===== src/rtl/core/gcfr_pkg.sv =====
// Package for the grid cell flow redistribution core.
// Holds side indices, open-sides codes, the sideband struct and the open mask table.
// No dependencies.
`timescale 1ns / 1ps
`default_nettype none
package gcfr_pkg;

    localparam int FLOW_FRAC_BITS_DEF = 16;
    localparam int FLOW_INT_BITS_DEF  = 8;

    // side indices
    localparam logic [1:0] SIDE_TOP    = 2'd0;
    localparam logic [1:0] SIDE_RIGHT  = 2'd1;
    localparam logic [1:0] SIDE_BOTTOM = 2'd2;
    localparam logic [1:0] SIDE_LEFT   = 2'd3;

    // open-sides codes
    localparam logic [3:0] CODE_ALL_OPEN     = 4'd0;
    localparam logic [3:0] CODE_TOP_SHUT     = 4'd1;
    localparam logic [3:0] CODE_RIGHT_SHUT   = 4'd2;
    localparam logic [3:0] CODE_BOTTOM_SHUT  = 4'd3;
    localparam logic [3:0] CODE_LEFT_SHUT    = 4'd4;
    localparam logic [3:0] CODE_BOTTOM_LEFT  = 4'd5;
    localparam logic [3:0] CODE_RIGHT_LEFT   = 4'd6;
    localparam logic [3:0] CODE_RIGHT_BOTTOM = 4'd7;
    localparam logic [3:0] CODE_TOP_LEFT     = 4'd8;
    localparam logic [3:0] CODE_TOP_BOTTOM   = 4'd9;
    localparam logic [3:0] CODE_TOP_RIGHT    = 4'd10;
    localparam logic [3:0] CODE_LEFT_ONLY    = 4'd11;
    localparam logic [3:0] CODE_TOP_ONLY     = 4'd12;
    localparam logic [3:0] CODE_RIGHT_ONLY   = 4'd13;
    localparam logic [3:0] CODE_BOTTOM_ONLY  = 4'd14;
    localparam logic [3:0] CODE_ALL_SHUT     = 4'd15;

    typedef struct packed {
        logic [3:0] code;
        logic       xpos;
        logic       xneg;
        logic       ypos;
        logic       yneg;
        logic       sumpos;
        logic       uniform;
    } t_side;

    // bit0 top, bit1 right, bit2 bottom, bit3 left
    function automatic logic [3:0] open_mask(input logic [3:0] code);
        logic [3:0] m;
        case (code)
            CODE_ALL_OPEN:     m = 4'b1111;
            CODE_TOP_SHUT:     m = 4'b1110;
            CODE_RIGHT_SHUT:   m = 4'b1101;
            CODE_BOTTOM_SHUT:  m = 4'b1011;
            CODE_LEFT_SHUT:    m = 4'b0111;
            CODE_BOTTOM_LEFT:  m = 4'b1100;
            CODE_RIGHT_LEFT:   m = 4'b1010;
            CODE_RIGHT_BOTTOM: m = 4'b0110;
            CODE_TOP_LEFT:     m = 4'b1001;
            CODE_TOP_BOTTOM:   m = 4'b0101;
            CODE_TOP_RIGHT:    m = 4'b0011;
            CODE_LEFT_ONLY:    m = 4'b1000;
            CODE_TOP_ONLY:     m = 4'b0001;
            CODE_RIGHT_ONLY:   m = 4'b0010;
            CODE_BOTTOM_ONLY:  m = 4'b0100;
            default:           m = 4'b0000;
        endcase
        return m;
    endfunction

endpackage
`default_nettype wire


===== src/rtl/core/gcfr_div.sv =====
// Pipelined restoring divider, one quotient bit per stage; carries sideband.
// Depends on gcfr_pkg.
`timescale 1ns / 1ps
`default_nettype none
module gcfr_div
    import gcfr_pkg::*;
#(
    parameter int IN_BITS = FLOW_INT_BITS_DEF + FLOW_FRAC_BITS_DEF
) (
    input  wire logic                  i_clk,
    input  wire logic                  i_rst_n,
    input  wire logic                  i_valid,
    input  wire logic [2*IN_BITS+1:0]  i_prod,
    input  wire logic [IN_BITS:0]      i_sum,
    input  wire logic [IN_BITS+1:0]    i_total,
    input  wire logic [IN_BITS+1:0]    i_third,
    input  wire t_side                 i_side,
    output logic                       o_valid,
    output logic [IN_BITS+1:0]         o_quot,
    output logic                       o_rem_nz,
    output logic [IN_BITS+1:0]         o_total,
    output logic [IN_BITS+1:0]         o_third,
    output t_side                      o_side
);
    localparam int W = IN_BITS + 2;

    logic               r_valid [W+1];
    logic [IN_BITS:0]   r_rem   [W+1];
    logic [W-1:0]       r_low   [W+1];
    logic [IN_BITS:0]   r_sum   [W+1];
    logic [W-1:0]       r_total [W+1];
    logic [W-1:0]       r_third [W+1];
    t_side              r_side  [W+1];

    always_comb begin
        r_valid[0] = i_valid;
        r_rem[0]   = {1'b0, i_prod[2*IN_BITS+1:W]};
        r_low[0]   = i_prod[W-1:0];
        r_sum[0]   = i_sum;
        r_total[0] = i_total;
        r_third[0] = i_third;
        r_side[0]  = i_side;
    end

    for (genvar g = 0; g < W; g++) begin : g_stage
        logic [IN_BITS+1:0] trial;
        logic               ge;
        assign trial = {r_rem[g], r_low[g][W-1]};
        assign ge    = (trial >= (IN_BITS+2)'(r_sum[g]));

        always_ff @(posedge i_clk) begin
            if (!i_rst_n) begin
                r_valid[g+1] <= 1'b0;
            end else begin
                r_valid[g+1] <= r_valid[g];
            end
        end

        always_ff @(posedge i_clk) begin
            r_rem[g+1]   <= ge ? (IN_BITS+1)'(trial - (IN_BITS+2)'(r_sum[g]))
                               : trial[IN_BITS:0];
            r_low[g+1]   <= {r_low[g][W-2:0], ge};
            r_sum[g+1]   <= r_sum[g];
            r_total[g+1] <= r_total[g];
            r_third[g+1] <= r_third[g];
            r_side[g+1]  <= r_side[g];
        end
    end

    assign o_valid  = r_valid[W];
    assign o_quot   = r_low[W];
    assign o_rem_nz = (r_rem[W] != '0);
    assign o_total  = r_total[W];
    assign o_third  = r_third[W];
    assign o_side   = r_side[W];
endmodule
`default_nettype wire


===== config.mk =====
export PLATFORM = sky130hd
export DESIGN_NAME = gcfr_div
export DESIGN_NICKNAME = d
export VERILOG_FILES = /design/src/rtl/core/gcfr_pkg.sv /design/src/rtl/core/gcfr_div.sv
export SDC_FILE = /design/constraint.sdc
export NUM_CORES = 2
export LEC_CHECK = 0
export BUFFER_PORTS_ARGS = -buffer_cell sky130_fd_sc_hd__buf_4
export CAP_MARGIN = 10
export CORE_UTILIZATION = 54
export CTS_CLUSTER_DIAMETER = 80
export DETAILED_ROUTE_END_ITERATION = 10
export PLACE_DENSITY = 0.7
export SLEW_MARGIN = 20
export SYNTH_ARGS = -nofsm -noshare
export SYNTH_HDL_FRONTEND = slang
export SYNTH_SLANG_ARGS = --single-unit
export TNS_END_PERCENT = 30

===== constraint.sdc =====
create_clock -name i_clk -period 8.1 [get_ports i_clk]
set_input_delay 0.81 -clock i_clk [delete_from_list [all_inputs] [get_ports i_clk]]
set_output_delay 0.81 -clock i_clk [all_outputs]
set_load 0.01 [all_outputs]

==> run summary <==
Die Ht = 462 um
Final setup viols = 0
unrepaired setup endpoints after global routing = no
worst rel slew slack = 33.8%
input/output buffers = 229
clk buf depth = 4
kind of critical path = reg2reg
Ys Warns = 0
Setup TNS = 0 ns
CTS buffer count = 358
hold crit path type = in2reg
Sw Ratio = 31.9%
Area contributors post-synth = dfxtp_1 (63%), ha_1 (7.1%), a21oi_1 (3.1%)
post-cts sizing count = 0
main flop type after synthesis = dfxtp_1
Worst-Margin Slew = 0.994 ns
grt met1 use = 24.9%
syn avg cell area = 11.5 um^2
f_max = 240 MHz
Pwr Total = 58.0 mW
Static Leak = 58.5 nW
GRT Residual Overflow = 0
Worst Path Max Fanout = 26
H-tree levels = 5
total number of vias = 68400
post-synth cell types = 98
Fin. Hold Viols = 0
Pint = 39.5 mW
pwr dens = 442 mW/mm^2
Worst EP required = 8.87 ns
area of the die = 0.213 mm^2
area leader, netlist = dfxtp_1
non-filler instance count after layout = 13400
Placed Cells = 12700
Placeable Area = 0.210 mm^2
final count of pins violating max slew = 0
share of cells above drive strength 1 = 11.0%
Tot GR Track Use = 20.3%
Die Wd = 462 um
post-route ant nets = 0
wire per inst = 16.3 um
final routed DRC violation total = 0
NumNets Final = 11200
Layout Area Growth over Synthesis = 15.0%
initial drt markers = 4120
synthesized area = 0.114 mm^2
fin crit period = 4.17 ns
flops & latches, synth = 3589
drt first pass iters = 9
clock share of power = 28.2%
Crit. End Element = register
TritonCTS clock tree = yes
Post-Route WL = 219 mm
sequential share of power = 39.2%
most common cell after layout, fill and taps aside = dfxtp_1
Starting Density = 54.4%
most frequent cells in the layout = dfxtp_1 (3589), inv_1 (842), a21oi_1 (715), ha_1 (650), nor2_1 (531)
GR Util met3 = 3.74%
number of global-route vias before repair = 68600
final RePlAce weighted congestion = 0.926
I/O pin count = 230
first-pass GRT wire length = 350 mm
Max-cap violations = 0
Synth top area share = 63.0%
period utilization = 51.5%
Seq/Total Area, Yosys = 63.0%
CP startpoint kind = register
FP Rows = 168
met2 GRT Util = 35.3%
switching power = 18.5 mW
Clock transition at path regs = 0.07 ns
clock skew = 0.0681 ns
FILL cells = 16400
initial antenna violation count = 4
Post-synth EDFFs = 0
dpl hpwl = 157 mm
Async SR Flop Fraction = 0%
Logic pwr share = 32.5%
VDD IR max = 0.318 mV
clk sinks = 3589
Critical Path AT = 4.94 ns
pin count of the biggest net entering global routing = 49
via density per instance = 5.09
status = finished, final reports clean
busiest layer in global routing = met2
Clock Latency Late Sink = 0.95 ns
clock root buffer = clkbuf_16
cell count after synthesis = 9904
net count after synthesis = 10700
## path summary, 6_finish.rpt
kind / endpoint / cells past startpoint / startpoint / slack, ns
min: r_valid[25]$_SDFF_PN0_ / 2 / i_valid / 0.10
max: g_stage[10].trial[2]$_DFF_P_ / 13 / g_stage[9].trial[0]$_DFF_P_ / 3.93
max reg2reg: g_stage[10].trial[2]$_DFF_P_ / 13 / g_stage[9].trial[0]$_DFF_P_ / 3.93
min reg2reg: r_total[298]$_DFF_P_ / 0 / r_total[324]$_DFF_P_ / 0.28
## what timing repair did
item                      in CTS  in global routing
hold endpoints to repair     112                  0
buffers inserted               0                  0
hold buffers                 112                  0
## synthesized netlist by cell type (all sizes together), types with 42 or more instances
cell type and n:
o21bai 81, dfxtp 3589, xnor2 344, o21ai 400
mux2 275, nand3 122, a211oi 63, inv 844
and3 47, a21o 287, nor2b 72, xor2 183
clkbuf 101, nor3 93, o21a 87, o31ai 46
buf 145, o211ai 42, a31oi 75, ha 650
nor2 532, nand2b 75, nand2 411, and2 52
a21oi 719, nand4 92
## layout make-up
cell class                      count  area, um^2  area share, %
Inverter                          844        3170           2.42
Clock inverter                    145        1820           1.39
Timing Repair Buffer              364        3030           2.31
Multi-Input combinational cell   5225       37700           28.7
Clock buffer                      472       10100           7.68
Tap cell                         2805        3510           2.68
Sequential cell                  3589       71800           54.8
Antenna cell                        3        7.51        0.00572
## through the flow
step,hold slack (ns),util (%),area [um^2],setup WS (ns)
after floorplan,0.310,-,114000,4.63
after global placement,0.309,56.3,118000,3.77
after detailed placement,0.312,56.3,118000,3.81
after CTS,0.00730,62.5,131000,4.00
after global routing,0.0475,62.5,131000,3.69
final,0.103,62.5,131000,3.93
## critical path, cell delays in order (launching register included)
cell and delay (ns):
dfxtp_1 0.30, inv_1 0.06, ha_1 0.17, inv_1 0.06, fa_1 0.40, a21o_1 0.17
a21oi_1 0.20, a21oi_1 0.13, o41ai_1 0.75, o31a_1 0.29, a21oi_2 0.14, o2bb2ai_1 0.19
a21oi_4 0.72, mux2_2 0.41
## sequential cells by signal (all words and copies together), names as in the netlist
| name | cells |
|---|---|
| o_total | 26 |
| r_valid | 25 |
| o_side | 10 |
| r_low | 625 |
| r_third | 650 |
| r_side | 250 |
| g_stage.trial | 650 |
| r_rem | 25 |
| o_quot | 26 |
| r_total | 650 |
| o_valid | 1 |
| o_third | 26 |
| r_sum | 625 |
## metal layers
metal,routed length [um],part of all wire [%],vias up
met4,7460,3.4,0
li1,-,-,34500
met2,106000,48,1596
met5,0,0,-
met3,9990,4.6,494
met1,95500,44,31800
## cell families (layout without fill, tap and decap cells)
| group | after synthesis | after routing | share of synthesized area [%] |
|---|---|---|---|
| fa+ha+maj | 676 | 676 | 7.59 |
| simple gates | 1660 | 1660 | 6.93 |
| flops | 3589 | 3589 | 63.0 |
| other cells | 0 | 3 | 0 |
| buf+inv | 1090 | 1825 | 3.99 |
| compound gates | 2073 | 2073 | 11.6 |
| mux | 289 | 289 | 2.84 |
| xor+xnor | 527 | 527 | 4.05 |
## power by group through the flow
stage | clock network (mW) | logic, mW | registers, mW
final | 16.4 | 18.9 | 22.7
after global routing | 17.6 | 21.0 | 23.0
after CTS | 16.8 | 18.7 | 22.8
after detailed placement | 0 | 18.5 | 23.1
after global placement | 0 | 18.2 | 23.1
after floorplan | 0 | 15.0 | 22.2
Power figures use the tool's default switching activity.
