`config.mk`:
```
export PLATFORM = sky130hd
export DESIGN_NAME = gcfr_route
export DESIGN_NICKNAME = d
export VERILOG_FILES = /design/src/rtl/core/gcfr_pkg.sv /design/src/rtl/core/gcfr_route.sv
export SDC_FILE = /design/constraint.sdc
export NUM_CORES = 1
export LEC_CHECK = 0
export BUFFER_PORTS_ARGS = -buffer_cell sky130_fd_sc_hd__buf_4
export CAP_MARGIN = 40
export CORE_AREA = 2 2 154 156
export DETAILED_ROUTE_END_ITERATION = 10
export DIE_AREA = 0 0 156 158
export PLACE_DENSITY_LB_ADDON = 0.2
export SLEW_MARGIN = 40
export SYNTH_ARGS = -nofsm -noshare
export SYNTH_HDL_FRONTEND = slang
export SYNTH_SLANG_ARGS = --single-unit
```
`constraint.sdc`:
```
create_clock -name i_clk -period 8.05 [get_ports i_clk]
set_input_delay 0.805 -clock i_clk [delete_from_list [all_inputs] [get_ports i_clk]]
set_output_delay 0.805 -clock i_clk [all_outputs]
set_load 0.02 [all_outputs]
```
`src/rtl/core/gcfr_pkg.sv`:
```
// Package for the grid cell flow redistribution core.
// Holds side indices, open-sides codes, the sideband struct and the open mask table.
// No dependencies.
`timescale 1ns / 1ps
`default_nettype none
package gcfr_pkg;

    localparam int FLOW_FRAC_BITS_DEF = 16;
    localparam int FLOW_INT_BITS_DEF  = 8;

    // side indices
    localparam logic [1:0] SIDE_TOP    = 2'd0;
    localparam logic [1:0] SIDE_RIGHT  = 2'd1;
    localparam logic [1:0] SIDE_BOTTOM = 2'd2;
    localparam logic [1:0] SIDE_LEFT   = 2'd3;

    // open-sides codes
    localparam logic [3:0] CODE_ALL_OPEN     = 4'd0;
    localparam logic [3:0] CODE_TOP_SHUT     = 4'd1;
    localparam logic [3:0] CODE_RIGHT_SHUT   = 4'd2;
    localparam logic [3:0] CODE_BOTTOM_SHUT  = 4'd3;
    localparam logic [3:0] CODE_LEFT_SHUT    = 4'd4;
    localparam logic [3:0] CODE_BOTTOM_LEFT  = 4'd5;
    localparam logic [3:0] CODE_RIGHT_LEFT   = 4'd6;
    localparam logic [3:0] CODE_RIGHT_BOTTOM = 4'd7;
    localparam logic [3:0] CODE_TOP_LEFT     = 4'd8;
    localparam logic [3:0] CODE_TOP_BOTTOM   = 4'd9;
    localparam logic [3:0] CODE_TOP_RIGHT    = 4'd10;
    localparam logic [3:0] CODE_LEFT_ONLY    = 4'd11;
    localparam logic [3:0] CODE_TOP_ONLY     = 4'd12;
    localparam logic [3:0] CODE_RIGHT_ONLY   = 4'd13;
    localparam logic [3:0] CODE_BOTTOM_ONLY  = 4'd14;
    localparam logic [3:0] CODE_ALL_SHUT     = 4'd15;

    typedef struct packed {
        logic [3:0] code;
        logic       xpos;
        logic       xneg;
        logic       ypos;
        logic       yneg;
        logic       sumpos;
        logic       uniform;
    } t_side;

    // bit0 top, bit1 right, bit2 bottom, bit3 left
    function automatic logic [3:0] open_mask(input logic [3:0] code);
        logic [3:0] m;
        case (code)
            CODE_ALL_OPEN:     m = 4'b1111;
            CODE_TOP_SHUT:     m = 4'b1110;
            CODE_RIGHT_SHUT:   m = 4'b1101;
            CODE_BOTTOM_SHUT:  m = 4'b1011;
            CODE_LEFT_SHUT:    m = 4'b0111;
            CODE_BOTTOM_LEFT:  m = 4'b1100;
            CODE_RIGHT_LEFT:   m = 4'b1010;
            CODE_RIGHT_BOTTOM: m = 4'b0110;
            CODE_TOP_LEFT:     m = 4'b1001;
            CODE_TOP_BOTTOM:   m = 4'b0101;
            CODE_TOP_RIGHT:    m = 4'b0011;
            CODE_LEFT_ONLY:    m = 4'b1000;
            CODE_TOP_ONLY:     m = 4'b0001;
            CODE_RIGHT_ONLY:   m = 4'b0010;
            CODE_BOTTOM_ONLY:  m = 4'b0100;
            default:           m = 4'b0000;
        endcase
        return m;
    endfunction

endpackage
`default_nettype wire

```
`src/rtl/core/gcfr_route.sv`:
```
// Output stage: uniform share or axis split, steered onto the open sides.
// Depends on gcfr_pkg.
`timescale 1ns / 1ps
`default_nettype none
module gcfr_route
    import gcfr_pkg::*;
#(
    parameter int IN_BITS = FLOW_INT_BITS_DEF + FLOW_FRAC_BITS_DEF
) (
    input  wire logic                i_clk,
    input  wire logic                i_rst_n,
    input  wire logic                i_valid,
    input  wire logic [IN_BITS+1:0]  i_quot,
    input  wire logic                i_rem_nz,
    input  wire logic [IN_BITS+1:0]  i_total,
    input  wire logic [IN_BITS+1:0]  i_third,
    input  wire t_side               i_side,
    output logic                     o_valid,
    output logic [IN_BITS+1:0]       o_flow [4]
);
    localparam int W = IN_BITS + 2;

    logic [W-1:0] xf, yf, share;
    logic [3:0]   mask;
    logic [1:0]   xt, yt;
    logic [W-1:0] n_flow [4];

    always_comb begin
        mask = open_mask(i_side.code);
        xf   = i_quot;
        // floor(total*|yd|/s) = total - ceil(total*|xd|/s)
        yf   = i_total - i_quot - W'(i_rem_nz);
        case ($countones(mask))
            4:       share = i_total >> 2;
            3:       share = i_third;
            2:       share = i_total >> 1;
            default: share = i_total;
        endcase

        xt = i_side.xpos ? SIDE_RIGHT : SIDE_LEFT;
        yt = i_side.ypos ? SIDE_TOP : SIDE_BOTTOM;
        case (i_side.code)
            CODE_ALL_OPEN:     ;
            CODE_TOP_SHUT:     yt = SIDE_BOTTOM;
            CODE_RIGHT_SHUT:   xt = SIDE_LEFT;
            CODE_BOTTOM_SHUT:  yt = (i_side.ypos || i_side.yneg) ? SIDE_TOP : SIDE_BOTTOM;
            CODE_LEFT_SHUT:    xt = (i_side.xpos || i_side.xneg) ? SIDE_RIGHT : SIDE_LEFT;
            CODE_BOTTOM_LEFT: begin
                xt = i_side.xpos ? SIDE_BOTTOM : SIDE_LEFT;
                yt = i_side.ypos ? SIDE_LEFT : SIDE_BOTTOM;
            end
            CODE_RIGHT_LEFT: begin
                xt = i_side.sumpos ? SIDE_RIGHT : SIDE_LEFT;
                yt = xt;
            end
            CODE_RIGHT_BOTTOM: begin
                xt = i_side.xneg ? SIDE_BOTTOM : SIDE_RIGHT;
                yt = i_side.ypos ? SIDE_RIGHT : SIDE_BOTTOM;
            end
            CODE_TOP_LEFT: begin
                xt = i_side.xpos ? SIDE_TOP : SIDE_LEFT;
                yt = i_side.yneg ? SIDE_LEFT : SIDE_TOP;
            end
            CODE_TOP_BOTTOM: begin
                xt = i_side.sumpos ? SIDE_TOP : SIDE_BOTTOM;
                yt = xt;
            end
            CODE_TOP_RIGHT: begin
                xt = i_side.xneg ? SIDE_TOP : SIDE_RIGHT;
                yt = i_side.yneg ? SIDE_RIGHT : SIDE_TOP;
            end
            CODE_LEFT_ONLY: begin
                xt = SIDE_LEFT;
                yt = SIDE_LEFT;
            end
            CODE_TOP_ONLY: begin
                xt = SIDE_TOP;
                yt = SIDE_TOP;
            end
            CODE_RIGHT_ONLY: begin
                xt = SIDE_RIGHT;
                yt = SIDE_RIGHT;
            end
            default: begin
                xt = SIDE_BOTTOM;
                yt = SIDE_BOTTOM;
            end
        endcase

        for (int k = 0; k < 4; k++) begin
            if (i_side.code == CODE_ALL_SHUT) begin
                n_flow[k] = '0;
            end else if (i_side.uniform) begin
                n_flow[k] = mask[k] ? share : '0;
            end else begin
                n_flow[k] = ((xt == 2'(k)) ? xf : '0) + ((yt == 2'(k)) ? yf : '0);
            end
        end
    end

    always_ff @(posedge i_clk) begin
        if (!i_rst_n) begin
            o_valid <= 1'b0;
        end else begin
            o_valid <= i_valid;
        end
    end

    always_ff @(posedge i_clk) begin
        for (int k = 0; k < 4; k++) begin
            o_flow[k] <= n_flow[k];
        end
    end
endmodule
`default_nettype wire

```
==> results of run 1 <==
[final timing paths]
kind,from,to,slack (ns)
max,i_quot[0],o_flow[51],2.04
min,i_valid,o_valid,0.64
[area by class of cell]
cell class	instances	area, sq um
multi-input combinational	1415	9590
timing repair buffer	212	1590
fill	2225	8680
clock buffer	9	225
inverter	118	443
sequential	105	2100
clock inverter	7	61.3
tap	290	363
[metal layers]
metal	track usage	routed length, microns
met4	0.107	1260
met3	0.0961	5690
met5	0	0
met1	0.521	20100
met2	0.535	18400
[per-stage QoR]
step	area [sq um]	hold slack [ns]	power, mW	utilization
after detailed placement	14100	1.01	2.40	0.611
final	14400	0.636	2.92	0.624
after CTS	14400	0.633	2.86	0.623
after floorplan	12400	0.927	1.77	-
after global placement	14100	1.01	2.38	0.610
after global routing	14400	0.635	3.06	0.624
[cell families (layout without fill, tap and decap cells)]
logic type / after synthesis / count (layout) / synth area share
mux: 19 / 19 / 0.0155
xor+xnor: 103 / 103 / 0.0745
compound gates: 521 / 521 / 0.276
simple gates: 609 / 609 / 0.235
fa+ha+maj: 163 / 163 / 0.169
buf+inv: 199 / 346 / 0.0606
flops: 105 / 105 / 0.169
[placed cells by master (no fill, tap or decap), drive strengths merged, types with 10 or more instances in the layout]
cell,count
nor2,238
buf,211
ha,156
a21oi,139
inv,121
nand2,111
dfxtp,105
o21ai,90
and2,80
a21o,62
xnor2,53
a22oi,52
xor2,49
and3,40
nor3,26
nand3,23
o21bai,21
o21a,20
nand2b,20
o22ai,20
nor2b,18
mux2i,17
a211oi,16
o211ai,15
a31oi,12
nand4,10
clkbuf,10
[flip-flops by register name, indices dropped and copies added, names as in the netlist]
signal   flops
o_valid      1
o_flow     104
[synth_stat cells (all sizes together) (7+ instances only)]
master | number | area, sq um
a21oi | 139 | 703
a211oi | 16 | 120
nor3b | 9 | 67.6
mux2i | 17 | 170
and2 | 80 | 502
nor2b | 18 | 113
a31oi | 12 | 75.1
nor2 | 238 | 893
nand2 | 111 | 417
xor2 | 49 | 437
nand4 | 10 | 62.6
ha | 156 | 1950
dfxtp | 105 | 2100
o22ai | 20 | 125
fa | 7 | 140
or3 | 9 | 56.3
inv | 118 | 443
nor3 | 26 | 130
clkbuf | 68 | 255
nor4 | 8 | 50.1
a22oi | 52 | 390
nand2b | 20 | 125
a21o | 62 | 467
o211ai | 15 | 118
xnor2 | 53 | 464
o21bai | 21 | 158
and3 | 40 | 250
o31ai | 7 | 52.6
o21ai | 90 | 450
a2111oi | 7 | 73.8
buf | 13 | 53.8
o221ai | 8 | 70.1
o21a | 20 | 150
a211o | 8 | 70.1
nand3 | 23 | 115
[power by group through the flow]
stage,Sequential (mW),Clock (mW),Combinational (mW)
final,0.688,0.472,1.76
after global routing,0.697,0.489,1.88
after CTS,0.688,0.472,1.70
after detailed placement,0.700,0,1.70
after global placement,0.699,0,1.68
after floorplan,0.848,0,0.921
==> run summary, run 1 <==
Die Wd -> 156 microns
Grt total ovfl -> 0
I/O pin count -> 197
Register area share after synthesis -> 0.169
Buffers on Ports -> 196
Post-DRT Antenna Nets -> 0
# hold bufs at CTS -> 0
Predominant post-synthesis flop cell -> dfxtp_1
Placed Cells -> 2139
Levels on crit path -> 25
CTS tree -> done
Share of layout cells above drive strength 1 -> 0.137
Root buf cell -> clkbuf_16
Delay-heaviest family, CP -> compound AO/OA/AOI/OAI gates
Max Clk Rate -> 0.166 GHz
Final setup violation count -> 0
Detail Placement HPWL -> 35800 microns
Buffers & Inverters on Critical Path -> 3
Relative slew slack -> 0.413
Clk slew on worst S/H paths -> 0.09 ns
Max Cap Viol -> 0
Distinct cells, synth -> 76
Final worst path period need -> 6.01 ns
Fin Setup TNS -> 0 ns
Syn Nets -> 1974
Synth Register Bits -> 105
Tightest Pin Transition -> 0.881 ns
Flop pwr share -> 0.236
GP Congestion -> 1.00
Vias -> 13555
Initial Util -> 0.538
Ys async rst share -> 0
Critical path class -> in2reg
Pin count of the biggest net entering global routing -> 56
Die Area -> 24600 sq um
GRT Util Overall -> 0.364
Post-Place Worst Slack -> 1.74 ns
CP max FO -> 5
Number of setup buffers added after CTS -> 0
Final Hold Viols -> 0
Initial antenna violation count -> 0
Final-report max-slew violation count -> 0
Period utilization -> 0.747
Hold path depth -> 2
Diodes inserted -> 0
Rows -> 56
Power Density -> 203 nW/um^2
Switch Pwr -> 1.42 mW
Synthesized area per cell -> 7.22 sq um
Drt initial violations -> 1559
Synth warn -> 0
LEAKAGE -> 7.42 nW
Run status -> complete, no violations
Drc violations -> 0
RSZ-0062 raised after global routing -> no
Nets -> 2116
Wire length after detailed routing -> 45500 microns
Startpoint types -> input port
CP peak stage delay -> 0.46 ns
Mapped cell area -> 12400 sq um
Core Region -> 23100 sq um
Clock power share -> 0.162
Tightest Hold Check Type -> in2reg
Sw Ratio -> 0.487
Area Growth Syn to Fin -> 15.9%
Pint -> 1.50 mW
VDD IR max -> 133 uV
Slowest-stage cell, CP -> fa_1
H-Tree Level Count -> 3
Drt via density -> 6.29
Clock Sinks -> 105
Comb power frac -> 0.602
First-pass GRT wire length -> 69700 microns
CTS max path bufs -> 2
First drt pass iteration count -> 5
CP Data Required Time -> 8.34 ns
Post-synth EDFFs -> 0
Nature of the critical path endpoint -> flip-flop
Die extent in y -> 158 microns
Worst EP arrival -> 6.30 ns
Avg WL per Cell -> 21.1 microns
Cell count after synthesis -> 1719
PostCTS Resize Cnt -> 0
Final setup margin -> 2.04 ns
TritonCTS Buffers -> 9
Layout Cells excl Fill -> 2156
Vias in the first global route -> 12415
Note: power is estimated with default switching activity, not from simulation.
==> run 2, diff against run 1 <==
--- a/config.mk
+++ b/config.mk
@@ -5,11 +5,12 @@
 export SDC_FILE = /design/constraint.sdc
 export NUM_CORES = 1
 export LEC_CHECK = 0
+export ABC_AREA = 1
 export BUFFER_PORTS_ARGS = -buffer_cell sky130_fd_sc_hd__buf_4
 export CAP_MARGIN = 40
-export CORE_AREA = 2 2 154 156
+export CORE_AREA = 2 2 161 163
 export DETAILED_ROUTE_END_ITERATION = 10
-export DIE_AREA = 0 0 156 158
+export DIE_AREA = 0 0 163 165
 export PLACE_DENSITY_LB_ADDON = 0.2
 export SLEW_MARGIN = 40
 export SYNTH_ARGS = -nofsm -noshare
==> constraint.sdc (replaced) <==
create_clock -name i_clk -period 5.6 [get_ports i_clk]
set_input_delay 0.56 -clock i_clk [delete_from_list [all_inputs] [get_ports i_clk]]
set_output_delay 0.56 -clock i_clk [all_outputs]
set_load 0.02 [all_outputs]
==> run summary, run 2 <==
Clock Sinks -> 105
Core Region -> 25000 sq um
Max reg flops -> 104
CP max FO -> 7
Compound-Gate Fraction of Synth Area -> 0.212
Mapped cell area -> 13600 sq um
Yosys top cell by area -> dfxtp_1
CP Data Required Time -> 5.84 ns
Worst Setup SP -> i_quot[0]
Commonest non-fill, non-tap cells in the layout -> nand2_1, nor2_1, a21oi_1
Die Area -> 26900 sq um
VDD IR max -> 340 uV
Power Density -> 320 nW/um^2
Final setup margin -> 0.944 ns
Wire length after detailed routing -> 61000 microns
Largest family of logic cells by synthesized area -> simple AND/OR/NAND/NOR gates
Routed met1 length -> 23100 microns
Distinct cells, synth -> 48
Fin Setup TNS -> 0 ns
Drt via density -> 5.97
Max Cap Viol -> 0
LEAKAGE -> 8.29 nW
Synth Register Bits -> 105
Predominant post-synthesis flop cell -> dfxtp_1
Register area share after synthesis -> 0.155
GP Congestion -> 1.06
Final-report max-slew violation count -> 0
Rows -> 58
Nets -> 2776
Pin count of the biggest net entering global routing -> 88
Relative slew slack -> 0.415
Area of the multi-input gates -> 10000 sq um
Startpoint types -> input port
Post-DRT Antenna Nets -> 0
Ys async rst share -> 0
Worst hold slack -> 0.361 ns
Synth warn -> 0
RSZ-0062 raised after global routing -> no
Period utilization -> 0.831
Tightest Pin Transition -> 0.874 ns
Area Growth Syn to Fin -> 17.0%
Post-synth EDFFs -> 0
Top post-synthesis cells by area -> dfxtp_1, ha_1, nand2_1, a21oi_1, nor2_1
Die extent in y -> 165 microns
Highest Signal Layer -> met4
Vias in the first global route -> 15550
Number of setup buffers added after CTS -> 0
I/O pin count -> 197
Share of layout cells above drive strength 1 -> 0.139
Tightest Hold Check Type -> in2reg
Die Wd -> 163 microns
Grt total ovfl -> 0
Synth top area share -> 0.155
Initial antenna violation count -> 1
CTS tree -> done
Final Hold Viols -> 0
Root buf cell -> clkbuf_16
Critical path class -> in2reg
Post-Synth Simple-Gate Area -> 0.349
Nature of the critical path endpoint -> flip-flop
Placed Cells -> 2840
Vias -> 17056
Clk slew on worst S/H paths -> 0.09 ns
Commonest cells in the netlist -> nand2_1, nor2_1, a21oi_1
Avg WL per Cell -> 21.3 microns
Worst EP arrival -> 4.89 ns
Max Clk Rate -> 0.215 GHz
Filler cells -> 2464
Drc violations -> 0
Initial Util -> 0.542
Syn Nets -> 2581
Detail Placement HPWL -> 45200 microns
Most numerous cell in the Yosys netlist -> nand2_1
First-pass GRT wire length -> 89400 microns
Pwr Total -> 5.08 mW
PostCTS Resize Cnt -> 0
Layout Cells excl Fill -> 2859
Largest Register -> o_flow
Synthesized area per cell -> 5.84 sq um
Register area -> 2100 sq um
Routed length on met3 -> 8260 microns
First drt pass iteration count -> 7
Drt initial violations -> 2329
TritonCTS Buffers -> 9
H-Tree Level Count -> 3
# hold bufs at CTS -> 0
Most common cell after layout, fill and taps aside -> nand2_1
Synth Area in XOR/XNOR -> 0.0239
Post-Place Worst Slack -> 0.694 ns
Fraction of synthesized area in multiplexers -> 0
Cell count after synthesis -> 2326
GRT Util Overall -> 0.450
Metal2 WL -> 24300 microns
Largest regs -> o_flow x104, o_valid x1
Final setup violation count -> 0
Run status -> complete, no violations
CTS max path bufs -> 2
Final worst path period need -> 4.66 ns
Buffers on Ports -> 196
Synth Area in Adders -> 0.154
Crit path capture -> o_flow[25]
[run 2: cell type report]
class | instances | area share
Antenna cell | 3 | 0.000473
Clock buffer | 10 | 0.0150
Clock inverter | 6 | 0.00339
Inverter | 313 | 0.0740
Multi-Input combinational cell | 1847 | 0.633
Sequential cell | 105 | 0.132
Tap cell | 330 | 0.0260
Timing Repair Buffer | 245 | 0.116
[run 2: how the worst min path moves through the flow]
stage | start | endpoint | slack (ns) | cells past startpoint
6_report | i_valid | o_valid | 0.36 | 3
3_5_place_dp | i_valid | o_valid | 0.76 | 3
2_1_floorplan | i_valid | o_valid | 0.65 | 2
4_1_cts | i_valid | o_valid | 0.36 | 3
5_1_grt | i_valid | o_valid | 0.39 | 3
3_3_place_gp | i_valid | o_valid | 0.74 | 3
[run 2: routing by layer]
metal / track usage / vias to the layer above
li1: - / 8041
met1: 0.541 / 7735
met2: 0.648 / 1029
met3: 0.167 / 251
met4: 0.343 / 0
met5: 0 / -
[run 2: critical path, stage by stage]
cell     delay (ns)
buf_4          0.08
inv_1          0.12
fa_1           0.59
inv_1          0.05
ha_1           0.17
or2_2          0.33
nand3_1        0.11
nand3_2        0.13
a21oi_1        0.24
inv_1          0.07
a21oi_1        0.21
xor2_2         0.58
nor2_1         0.16
ha_1           0.43
nand2_1        0.10
inv_1          0.10
nand4_1        0.13
nor2_1         0.11
nand2_1        0.06
nand3_1        0.16
xor2_1         0.18
nand2_1        0.06
nand3_1        0.07
a21oi_1        0.07
[run 2: metrics by stage]
step / area (sq um) / utilization
CTS: 15900 / 0.634
detailed placement: 15600 / 0.623
finish: 15900 / 0.635
global placement: 15600 / 0.622
floorplan: 13600 / -
global route: 15900 / 0.634
[run 2: report_power, final]
group	leakage (nW)	switching, mW	internal, mW	total [mW]
registers	0.870	0.0679	0.947	1.01
logic	7.28	2.30	1.08	3.38
clock network	0.138	0.360	0.321	0.681
total	8.29	2.73	2.35	5.08
[run 2: logic make-up (layout without fill, tap and decap cells)]
kind of cell / Yosys count / in the layout
fa+ha+maj: 163 / 163
other cells: 0 / 3
flops: 105 / 105
xor+xnor: 37 / 37
buf+inv: 374 / 574
compound gates: 528 / 528
simple gates: 1119 / 1119
